$ cat src/rtl/stsin_pkg.sv
// ----------------------------------------------------------------------------
// stsin_pkg
// Fixed-point formats and constants of the Taylor series sine block.
// ----------------------------------------------------------------------------
package stsin_pkg;

  localparam int FRAC_W      = 40;               // Q.40 fraction bits
  localparam int RED_SHIFT   = 16;               // Q8.24 angle -> Q.40
  localparam int TP_W        = 43;
  localparam logic [TP_W-1:0] TWO_PI_Q40 = 43'h6487ED5110B;

  localparam int TERM_W      = 48;               // term magnitude
  localparam int X2_W        = 46;               // x*x, x below 2*pi
  localparam int ACC_W       = 52;               // signed Q.40 sum

  localparam int MUL_HALF    = 24;
  localparam int MUL_W       = 2 * MUL_HALF;
  localparam int PROD_W      = 2 * MUL_W;
  localparam int MRES_W      = PROD_W - FRAC_W;  // rounded product

  localparam int DIG_W       = 4;                // radix-16 divider
  localparam int DIVN_W      = 56;
  localparam int DIV_DIGITS  = DIVN_W / DIG_W;
  localparam int D_W         = 12;               // 2i(2i+1), i below 32

  localparam int THR_W       = 40;
  localparam logic [THR_W-1:0] THR_RESET = 40'd5497558;

  localparam int SINE_W      = 32;
  localparam int ROUND_SHIFT = 10;               // Q.40 -> Q.30
  localparam int QR_W        = ACC_W - ROUND_SHIFT + 1;
  localparam logic [SINE_W-1:0] SINE_MAX = 32'h7FFFFFFF;
  localparam logic [SINE_W-1:0] SINE_MIN = 32'h80000000;

endpackage

$ cat src/rtl/stsin_mul.sv
// ----------------------------------------------------------------------------
// stsin_mul
// Shared 48x48 multiplier built on one 24x24 product, four partial
// products summed over cycles, result rounded to nearest at 2^-40.
// ----------------------------------------------------------------------------
module stsin_mul import stsin_pkg::*; (
  input  logic              clk,
  input  logic              rst_n,
  input  logic              start,
  input  logic [MUL_W-1:0]  a,
  input  logic [MUL_W-1:0]  b,
  output logic              done,
  output logic [MRES_W-1:0] res
);

  localparam int N_PP   = 4;
  localparam int STEP_W = $clog2(N_PP + 1);

  logic [MUL_W-1:0]    a_r, b_r;
  logic [MUL_W-1:0]    pp_r;
  logic [1:0]          sh_r;
  logic [PROD_W-1:0]   prod_r;
  logic [STEP_W-1:0]   step_r;
  logic                run_r, done_r;

  logic [MUL_HALF-1:0] a_part, b_part;
  logic [MUL_W-1:0]    pp_nxt;
  logic [PROD_W-1:0]   prod_nxt;

  always_comb begin
    a_part   = step_r[1] ? a_r[MUL_W-1:MUL_HALF] : a_r[MUL_HALF-1:0];
    b_part   = step_r[0] ? b_r[MUL_W-1:MUL_HALF] : b_r[MUL_HALF-1:0];
    pp_nxt   = a_part * b_part;
    prod_nxt = prod_r + (PROD_W'(pp_r) << (MUL_HALF * sh_r));
  end

  always_ff @(posedge clk) begin
    if (!rst_n) begin
      run_r  <= 1'b0;
      done_r <= 1'b0;
      step_r <= '0;
    end else begin
      done_r <= 1'b0;
      if (start) begin
        run_r  <= 1'b1;
        step_r <= '0;
      end else if (run_r) begin
        step_r <= step_r + 1'b1;
        if (step_r == STEP_W'(N_PP)) begin
          run_r  <= 1'b0;
          done_r <= 1'b1;
        end
      end
    end
  end

  always_ff @(posedge clk) begin
    if (start) begin
      a_r    <= a;
      b_r    <= b;
      prod_r <= '0;
    end else if (run_r) begin
      if (step_r != STEP_W'(N_PP)) begin
        pp_r <= pp_nxt;
        sh_r <= {1'b0, step_r[1]} + {1'b0, step_r[0]};
      end
      if (step_r != '0) begin
        prod_r <= prod_nxt;
      end
    end
  end

  assign done = done_r;
  assign res  = prod_r[PROD_W-1:FRAC_W] + MRES_W'(prod_r[FRAC_W-1]);

endmodule

$ cat src/rtl/stsin_div.sv
// ----------------------------------------------------------------------------
// stsin_div
// Radix-16 divider by a 12-bit divisor, one quotient digit per cycle.
// ----------------------------------------------------------------------------
module stsin_div import stsin_pkg::*; (
  input  logic              clk,
  input  logic              rst_n,
  input  logic              start,
  input  logic [DIVN_W-1:0] num,
  input  logic [D_W-1:0]    den,
  output logic              done,
  output logic [DIVN_W-1:0] quo
);

  localparam int CNT_W  = $clog2(DIV_DIGITS + 1);
  localparam int VAL_W  = D_W + DIG_W;
  localparam int N_MULT = 1 << DIG_W;

  logic [DIVN_W-1:0] num_r, quo_r;
  logic [D_W-1:0]    den_r, rem_r;
  logic [CNT_W-1:0]  cnt_r;
  logic              run_r, done_r;

  logic [VAL_W-1:0]  val;
  logic [VAL_W-1:0]  mult [N_MULT];
  logic [DIG_W-1:0]  digit;
  logic [VAL_W-1:0]  rem_full;

  always_comb begin
    val   = {rem_r, num_r[DIVN_W-1 -: DIG_W]};
    digit = '0;
    for (int j = 0; j < N_MULT; j++) begin
      mult[j] = VAL_W'(j) * VAL_W'(den_r);
    end
    for (int j = 1; j < N_MULT; j++) begin
      if (mult[j] <= val) begin
        digit = DIG_W'(j);
      end
    end
    rem_full = val - mult[digit];
  end

  always_ff @(posedge clk) begin
    if (!rst_n) begin
      run_r  <= 1'b0;
      done_r <= 1'b0;
      cnt_r  <= '0;
    end else begin
      done_r <= 1'b0;
      if (start) begin
        run_r <= 1'b1;
        cnt_r <= CNT_W'(DIV_DIGITS);
      end else if (run_r) begin
        cnt_r <= cnt_r - 1'b1;
        if (cnt_r == CNT_W'(1)) begin
          run_r  <= 1'b0;
          done_r <= 1'b1;
        end
      end
    end
  end

  always_ff @(posedge clk) begin
    if (start) begin
      num_r <= num;
      den_r <= den;
      rem_r <= '0;
      quo_r <= '0;
    end else if (run_r) begin
      num_r <= num_r << DIG_W;
      rem_r <= rem_full[D_W-1:0];
      quo_r <= {quo_r[DIVN_W-DIG_W-1:0], digit};
    end
  end

  assign done = done_r;
  assign quo  = quo_r;

endmodule

$ cat src/rtl/sine_taylor_series.sv
// ----------------------------------------------------------------------------
// sine_taylor_series
// Sine of a Q8.24 angle by a Taylor series, Q2.30 result, built around a
// shared multiplier and a digit divider under a small sequencer.
// ----------------------------------------------------------------------------
//  channel   ports                          handshake
//  input     in_angle                       start & !busy
//  result    out_sine                       out_valid, one cycle, no stall
//  config    cfg_wdata (term_threshold)     cfg_we
//
//  Reduction mod 2*pi: K steps, one compare and subtract of 2*pi*2^k per
//  cycle, K = ANGLE_WIDTH-26 (one below 27 bits). Then x is squared in the
//  multiplier; each later term is one multiply by x*x and one radix-16
//  divide by 2i(2i+1). Up to MAX_TERMS-1 later terms, fewer once a new
//  term falls below term_threshold; busy is high while a beat is worked on.
//  out_valid pulses in the cycle busy drops; the next start is taken there.
//  rst_n is synchronous; it clears the sequencer and sets term_threshold.
// ----------------------------------------------------------------------------
module sine_taylor_series import stsin_pkg::*; #(
  parameter int MAX_TERMS   = 24,
  parameter int ANGLE_WIDTH = 32
) (
  input  logic                          clk,
  input  logic                          rst_n,
  input  logic                          start,
  output logic                          busy,
  input  logic signed [ANGLE_WIDTH-1:0] in_angle,
  output logic                          out_valid,
  output logic signed [SINE_W-1:0]      out_sine,
  input  logic                          cfg_we,
  input  logic        [THR_W-1:0]       cfg_wdata
);

  localparam int RED_W   = ANGLE_WIDTH + RED_SHIFT;
  localparam int RW      = (RED_W > TP_W) ? RED_W : TP_W;
  localparam int K_STEPS = (RED_W > TP_W) ? (RED_W - TP_W + 1) : 1;
  localparam int RCNT_W  = $clog2(K_STEPS + 1);
  localparam int I_W     = $clog2(MAX_TERMS);
  localparam int DF_W    = 2 * I_W + 2;
  localparam logic [RW-1:0] TP_TOP = RW'(TWO_PI_Q40) << (K_STEPS - 1);

  typedef enum logic [6:0] {
    S_IDLE = 7'b0000001,
    S_MOD  = 7'b0000010,
    S_INIT = 7'b0000100,
    S_SQ   = 7'b0001000,
    S_MUL  = 7'b0010000,
    S_DIV  = 7'b0100000,
    S_OUT  = 7'b1000000
  } state_t;

  state_t                    state_r, state_nxt;
  logic                      xneg_r, xneg_nxt;
  logic [RW-1:0]             red_r, red_nxt;
  logic [RW-1:0]             tpk_r, tpk_nxt;
  logic [RCNT_W-1:0]         rcnt_r, rcnt_nxt;
  logic [TERM_W-1:0]         tmag_r, tmag_nxt;
  logic [X2_W-1:0]           x2_r, x2_nxt;
  logic signed [ACC_W-1:0]   acc_r, acc_nxt;
  logic [I_W-1:0]            i_r, i_nxt;
  logic [THR_W-1:0]          thr_r;
  logic                      out_valid_r, out_valid_nxt;
  logic [SINE_W-1:0]         out_sine_r, out_sine_nxt;

  logic [ANGLE_WIDTH-1:0]    mag;
  logic [TP_W-1:0]           rem;
  logic [DF_W-1:0]           d_full;
  logic [TERM_W-1:0]         tnew;
  logic signed [ACC_W-1:0]   term_ext, r_ext;
  logic                      tneg, fin;
  logic [ACC_W-1:0]          amag;
  logic [QR_W-1:0]           qr;

  logic                      mul_start, mul_done;
  logic [MUL_W-1:0]          mul_a, mul_b;
  logic [MRES_W-1:0]         mul_res;
  logic                      div_start, div_done;
  logic [DIVN_W-1:0]         div_num, div_quo;

  stsin_mul u_mul (
    .clk   (clk),
    .rst_n (rst_n),
    .start (mul_start),
    .a     (mul_a),
    .b     (mul_b),
    .done  (mul_done),
    .res   (mul_res)
  );

  stsin_div u_div (
    .clk   (clk),
    .rst_n (rst_n),
    .start (div_start),
    .num   (div_num),
    .den   (D_W'(d_full)),
    .done  (div_done),
    .quo   (div_quo)
  );

  always_comb begin
    mag      = in_angle[ANGLE_WIDTH-1] ? (~in_angle + 1'b1) : in_angle;
    rem      = red_r[TP_W-1:0];
    d_full   = {i_r, 1'b0} * {i_r, 1'b1};
    div_num  = mul_res + DIVN_W'(d_full >> 1);
    tnew     = div_quo[TERM_W-1:0];
    term_ext = $signed({{(ACC_W-TERM_W){1'b0}}, tnew});
    r_ext    = $signed({{(ACC_W-TP_W){1'b0}}, rem});
    tneg     = xneg_r ^ i_r[0];
    fin      = (tnew < {{(TERM_W-THR_W){1'b0}}, thr_r}) ||
               (i_r == I_W'(MAX_TERMS - 1));
    amag     = acc_r[ACC_W-1] ? ACC_W'(-acc_r) : ACC_W'(acc_r);
    qr       = QR_W'(amag[ACC_W-1:ROUND_SHIFT]) + QR_W'(amag[ROUND_SHIFT-1]);
  end

  always_comb begin
    state_nxt     = state_r;
    xneg_nxt      = xneg_r;
    red_nxt       = red_r;
    tpk_nxt       = tpk_r;
    rcnt_nxt      = rcnt_r;
    tmag_nxt      = tmag_r;
    x2_nxt        = x2_r;
    acc_nxt       = acc_r;
    i_nxt         = i_r;
    out_valid_nxt = 1'b0;
    out_sine_nxt  = out_sine_r;
    mul_start     = 1'b0;
    mul_a         = tmag_r;
    mul_b         = MUL_W'(x2_r);
    div_start     = 1'b0;
    case (state_r)
      S_IDLE: begin
        if (start) begin
          xneg_nxt  = in_angle[ANGLE_WIDTH-1];
          red_nxt   = RW'({mag, {RED_SHIFT{1'b0}}});
          tpk_nxt   = TP_TOP;
          rcnt_nxt  = RCNT_W'(K_STEPS);
          state_nxt = S_MOD;
        end
      end
      S_MOD: begin
        if (red_r >= tpk_r) begin
          red_nxt = red_r - tpk_r;
        end
        tpk_nxt  = tpk_r >> 1;
        rcnt_nxt = rcnt_r - 1'b1;
        if (rcnt_r == RCNT_W'(1)) begin
          state_nxt = S_INIT;
        end
      end
      S_INIT: begin
        tmag_nxt  = TERM_W'(rem);
        acc_nxt   = xneg_r ? -r_ext : r_ext;
        i_nxt     = I_W'(1);
        mul_start = 1'b1;
        mul_a     = MUL_W'(rem);
        mul_b     = MUL_W'(rem);
        state_nxt = S_SQ;
      end
      S_SQ: begin
        if (mul_done) begin
          x2_nxt    = mul_res[X2_W-1:0];
          mul_start = 1'b1;
          mul_a     = tmag_r;
          mul_b     = MUL_W'(mul_res[X2_W-1:0]);
          state_nxt = S_MUL;
        end
      end
      S_MUL: begin
        if (mul_done) begin
          div_start = 1'b1;
          state_nxt = S_DIV;
        end
      end
      S_DIV: begin
        if (div_done) begin
          tmag_nxt = tnew;
          acc_nxt  = tneg ? (acc_r - term_ext) : (acc_r + term_ext);
          if (fin) begin
            state_nxt = S_OUT;
          end else begin
            i_nxt     = i_r + 1'b1;
            mul_start = 1'b1;
            mul_a     = tnew;
            state_nxt = S_MUL;
          end
        end
      end
      S_OUT: begin
        out_valid_nxt = 1'b1;
        if (acc_r[ACC_W-1]) begin
          out_sine_nxt = (qr > QR_W'(SINE_MIN)) ? SINE_MIN : (~qr[SINE_W-1:0] + 1'b1);
        end else begin
          out_sine_nxt = (qr > QR_W'(SINE_MAX)) ? SINE_MAX : qr[SINE_W-1:0];
        end
        state_nxt = S_IDLE;
      end
      default: begin
        state_nxt = S_IDLE;
      end
    endcase
  end

  always_ff @(posedge clk) begin
    if (!rst_n) begin
      state_r     <= S_IDLE;
      out_valid_r <= 1'b0;
      thr_r       <= THR_RESET;
    end else begin
      state_r     <= state_nxt;
      out_valid_r <= out_valid_nxt;
      if (cfg_we) begin
        thr_r <= cfg_wdata;
      end
    end
  end

  always_ff @(posedge clk) begin
    xneg_r     <= xneg_nxt;
    red_r      <= red_nxt;
    tpk_r      <= tpk_nxt;
    rcnt_r     <= rcnt_nxt;
    tmag_r     <= tmag_nxt;
    x2_r       <= x2_nxt;
    acc_r      <= acc_nxt;
    i_r        <= i_nxt;
    out_sine_r <= out_sine_nxt;
  end

  assign busy      = (state_r != S_IDLE);
  assign out_valid = out_valid_r;
  assign out_sine  = $signed(out_sine_r);

endmodule

$ cat config.mk
export PLATFORM = sky130hd
export DESIGN_NAME = sine_taylor_series
export DESIGN_NICKNAME = d
export VERILOG_FILES = /design/src/rtl/stsin_pkg.sv /design/src/rtl/stsin_mul.sv /design/src/rtl/stsin_div.sv /design/src/rtl/sine_taylor_series.sv
export SDC_FILE = /design/constraint.sdc
export NUM_CORES = 2
export LEC_CHECK = 0
export BUFFER_PORTS_ARGS = -buffer_cell sky130_fd_sc_hd__buf_2
export CORE_MARGIN = 3
export CORE_UTILIZATION = 60
export CTS_CLUSTER_SIZE = 24
export DETAILED_ROUTE_END_ITERATION = 7
export PLACE_DENSITY_LB_ADDON = 0.2
export SLEW_MARGIN = 15
export SYNTH_ARGS = -nofsm -noshare
export SYNTH_HDL_FRONTEND = slang
export SYNTH_HIERARCHICAL = 1
export SYNTH_SLANG_ARGS = --single-unit
$ cat constraint.sdc
create_clock -name clk -period 18.3 [get_ports clk]
set_input_delay 5.49 -clock clk [delete_from_list [all_inputs] [get_ports clk]]
set_output_delay 5.49 -clock clk [all_outputs]
set_load 0.02 [all_outputs]
After elaboration in Yosys (flattened, before gate mapping). Cells that the tools add are included.

Bits in registers: 711.

Add/subtract/negate cells: 17. Multiply operators: 14. Order comparisons: 20. Equal/unequal tests: 20. Shifts and indexed selects: 1. Muxes and demuxes: 71. Bitwise gates (word level): 8. Reductions and logical operators: 18.

Operators with widths (count): 48-bit case mux with 2 select lines (4); 48-bit 2-to-1 mux (6); 52-bit 2-to-1 mux (4); 32-bit 2-to-1 mux (4); 16-bit less-or-equal comparator (7); 56-bit 2-to-1 mux (2); 52-bit case mux with 2 select lines (1); 96-bit adder (1); 48-bit by 7-bit left shift with 96-bit output (1); 46-bit case mux with 2 select lines (1); 32-bit by 1-bit adder with 32-bit output, second input constant (2); 16-bit binary-select mux with 4-bit select (1); 15-bit by 16-bit less-or-equal comparator with 1-bit output (4); 4-bit 2-to-1 mux (16); 32-bit NOT (2); 4-bit by 11-bit multiplier with 15-bit output, first input constant (4); 56-bit by 1-bit adder with 56-bit output (1); 56-bit by 11-bit adder with 56-bit output (1); 3-bit by 11-bit multiplier with 14-bit output, first input constant (4); 52-bit by 49-bit adder with 52-bit output (1); 43-bit negation with 52-bit output (1); 52-bit negation (1); 52-bit by 49-bit subtractor with 52-bit output (1); 48-bit greater-or-equal comparator (1); other kinds (56) (98).

Longest topological paths before layout.
Word-level depth: 21. Mapped depth: 44. Depth with buffers taken out: 42.

Cells and area by module. The synthesis kept the hierarchy.

Modules (own cells, without submodules): stsin_mul (instances 1, cells an instance 4183, area each 35819.4 µm², seq. area each 6406.1 µm²); sine_taylor_series (instances 1, cells an instance 3235, area each 28389.7 µm², seq. area each 9459.1 µm²); stsin_div (instances 1, cells an instance 1754, area each 16253.1 µm², seq. area each 3523.4 µm²).

Least setup slack after synthesis. OpenSTA, ideal clock, no wires.

Path type: input to register. Start: in start. End: reg red_r[0] (enable). Library setup time: 0.409 ns. Data arrival time: 8.340 ns. Slack: 9.551 ns. Stages: 4. Path buffers: 0. Cells stage by stage: o221ai_1 -> or2_2 -> nand2_1 -> o21a_1.

Longest elaborated chain between the ends: 2.

Ends and longest elaborated chain: start, declared (line sine_taylor_series.sv:25) `input logic start,`; 2-bit inequality test (no source line); 3-bit AND reduction (no source line); end signal, assigned (line sine_taylor_series.sv:220) `red_r <= red_nxt;`; end, declared (line sine_taylor_series.sv:54) `logic [RW-1:0] red_r, red_nxt;`.

Every way passes these cells. A chain may end at the register's enable or synchronous reset.

Worst setup path after layout.
Start: reg u_div.den_r[1]. End: reg u_div.rem_r[11].

Longest elaborated chain between the ends: 21. Elaborated cells on any way between the ends: 46.

Ends and longest elaborated chain: start, declared (line stsin_div.sv:20) `logic [D_W-1:0] den_r, rem_r;`; start signal, assigned (line stsin_div.sv:66) `den_r <= den;`; parallel branches: the longest is 17 deep, another holds 14-bit by 16-bit less-or-equal comparator with 1-bit output; 16-bit binary-select mux with 4-bit select * (line stsin_div.sv:40) `rem_full = val - mult[digit];`; 12-bit 2-to-1 mux (not written as such) * (2 in a row) (line stsin_div.sv:40); 12-bit subtractor * (line stsin_div.sv:40); end signal, assigned (line stsin_div.sv:71) `rem_r <= rem_full[D_W-1:0];`; end, declared (line stsin_div.sv:20).

Every way passes the cells marked *. The select of a mux whose other input is x is not followed.

==> metrics.txt <==
outcome=finished, final reports clean; Req. time, crit path=18.91 ns; Synth Warn #=6; largest net degree at the start of global routing=93; Max Cap Viol=0; clk_skew=0.0294 ns; Worst-path clk slew=0.06 ns; mapped cell area=0.0802 mm2; Die W=372 um; crit-path max FO=75; cell mode on critical path=a21oi_1; Synth Instances=9148; gr usage total=38.1%; Top Family by Delay on Critical Path=compound AO/OA/AOI/OAI gates; via count=70100; Row Count=133; CP Class=flip-flop to flip-flop; Initial DRT Pass Iterations=8; peak supply drop=0.224 mV; Core Util, Final=64.2%; max incr delay on CP=0.77 ns; hpwl dp=203000 um; Remaining DRCs=0; fraction of layout cells with a size suffix above 1=7.03%; Core Box Area=0.132 mm2; fmax=102 MHz; Setup TNS Final=0 ns; gpl congestion=1.04; PostCTS Resize Cnt=0; final hold vios=0; Worst Max-Slew Pin Slew=1.21 ns; routed len/inst=24.5 um; hold buffer count at CTS=0; RSZ-0062 raised after global routing=false; clk sink count=712; Initial Utilization=60.7%; clk_lat worst skew=0.67 ns; DRT iter0 DRCs=7943; number of global-route vias before repair=67400; GR Overflow Total=0; hold_ws=0.458 ns; Via density=6.45; Chip Height=372 um; area grow syn2layout=5.78%; Max-slew headroom=18.6%; die area=0.138 mm2; multi-input logic area=0.0560 mm2; first-pass GRT wire length=405000 um; Final Max Slew Viols=0; leakage=0.0371 uW; pwr/cell area=94.9 mW/mm2; CTS tree=done; initial antenna violation count=10; drt total wl=266000 um; Net count, final=10400; Post-DRT Antenna Nets=0; fillcell total=11400; Bufs and invs on worst path=4; Critical-path top delay cell=edfxtp_1; critical path endpoint category=flip-flop; Num CTS Buffers=77; CTS Buffer Depth=3; Final Cycle Share=53.8%; Setup violations, final=0; WP data arrival=10.46 ns; IO buf count=109; postcts setup bufs=0; Avg Cell Area, Syn=8.77 um2; I/O Pins=110; register area=0.0192 mm2; Root Driver=clkbuf_16; crit start category=flip-flop; H-tree level count=3; Tmin final=9.85 ns; hold crit path type=flip-flop to flip-flop
==> flip-flops by register name, indices dropped and copies added (netlist names), 4 cells and up <==
| name | count |
|---|---|
| u_mul/prod_r | 96 |
| i_r | 5 |
| u_div/cnt_r | 4 |
| thr_r | 40 |
| acc_r | 52 |
| state_r | 7 |
| red_r | 48 |
| u_div/quo | 48 |
| tpk_r | 48 |
| u_mul/pp_r | 48 |
| out_sine | 32 |
| u_mul/a_r | 48 |
| u_mul/b_r | 48 |
| u_div/den_r | 12 |
| tmag_r | 48 |
| u_div/num_r | 56 |
| u_div/rem_r | 12 |
| x2_r | 46 |
==> cell type report <==
class,count,area share (%)
clock inverter,43,0.422
multi-input combinational,7096,66.0
sequential,712,22.7
timing repair buffer,221,1.63
inverter,930,4.12
tap,1755,2.59
antenna,4,0.0118
clock buffer,99,2.53
==> placed cells by master, fill, tap and decap left out, drive strengths merged, types with 61 or more instances in the layout <==
cell type     n
and2        103
a21o        200
ha          761
edfxtp      497
a21oi       546
o21bai       61
o31ai        76
nor2b        89
mux2i       184
nor3        125
a221o        98
xor2        231
fa          546
buf         221
a211oi       70
a31oi        68
xnor2       398
nand4       144
mux2        142
o21ai       406
nand2      1034
and3         74
clkbuf       99
nand3       150
inv         932
nor2        865
dfxtp       215
==> final timing paths <==
check,startpoint,endpoint,slack (ns),cells after the start
hold reg to reg,u_mul/prod_r[12],u_mul/prod_r[12],0.46,2
hold / removal,u_mul/prod_r[12],u_mul/prod_r[12],0.46,2
setup / recovery,u_div/den_r[1],u_div/rem_r[11],8.45,38
setup reg to reg,u_div/den_r[1],u_div/rem_r[11],8.45,38
==> through the flow <==
| stage | power, uW | setup slack (ns) | instance area, um2 | std cells |
|---|---|---|---|---|
| after floorplan | 5100 | 9.55 | 80200 | 9150 |
| after global placement | 6290 | 8.72 | 82300 | 10700 |
| after detailed placement | 6330 | 8.65 | 82300 | 10700 |
| after CTS | 7960 | 8.58 | 84800 | 10900 |
| after global routing | 8530 | 7.61 | 84800 | 10900 |
| final | 8050 | 8.45 | 84800 | 10900 |
==> report_power, final <==
part           switching [uW]  total, uW  internal [uW]
Combinational            2630       4230           1600
Sequential                215       2240           2030
Clock                     691       1580            888
Total                    3530       8050           4520
==> worst reg2reg max path: cells and delay by family, from the launching register on <==
kind / cells / cell delay (ns)
compound gates: 21 / 4.14
xor+xnor: 2 / 0.29
fa+ha+maj: 5 / 2.00
buf+inv: 4 / 1.23
flops: 1 / 0.77
mux: 1 / 0.31
simple gates: 5 / 1.05
==> metal layers <==
layer / GRT usage, % / up-vias / share of wire (%)
met4: 16.4 / 6 / 4.8
met5: 0 / - / 0.012
met3: 7.74 / 649 / 10
met1: 52.4 / 34200 / 41
li1: - / 31700 / -
met2: 58.2 / 3553 / 44
Power figures use the tool's default switching activity.
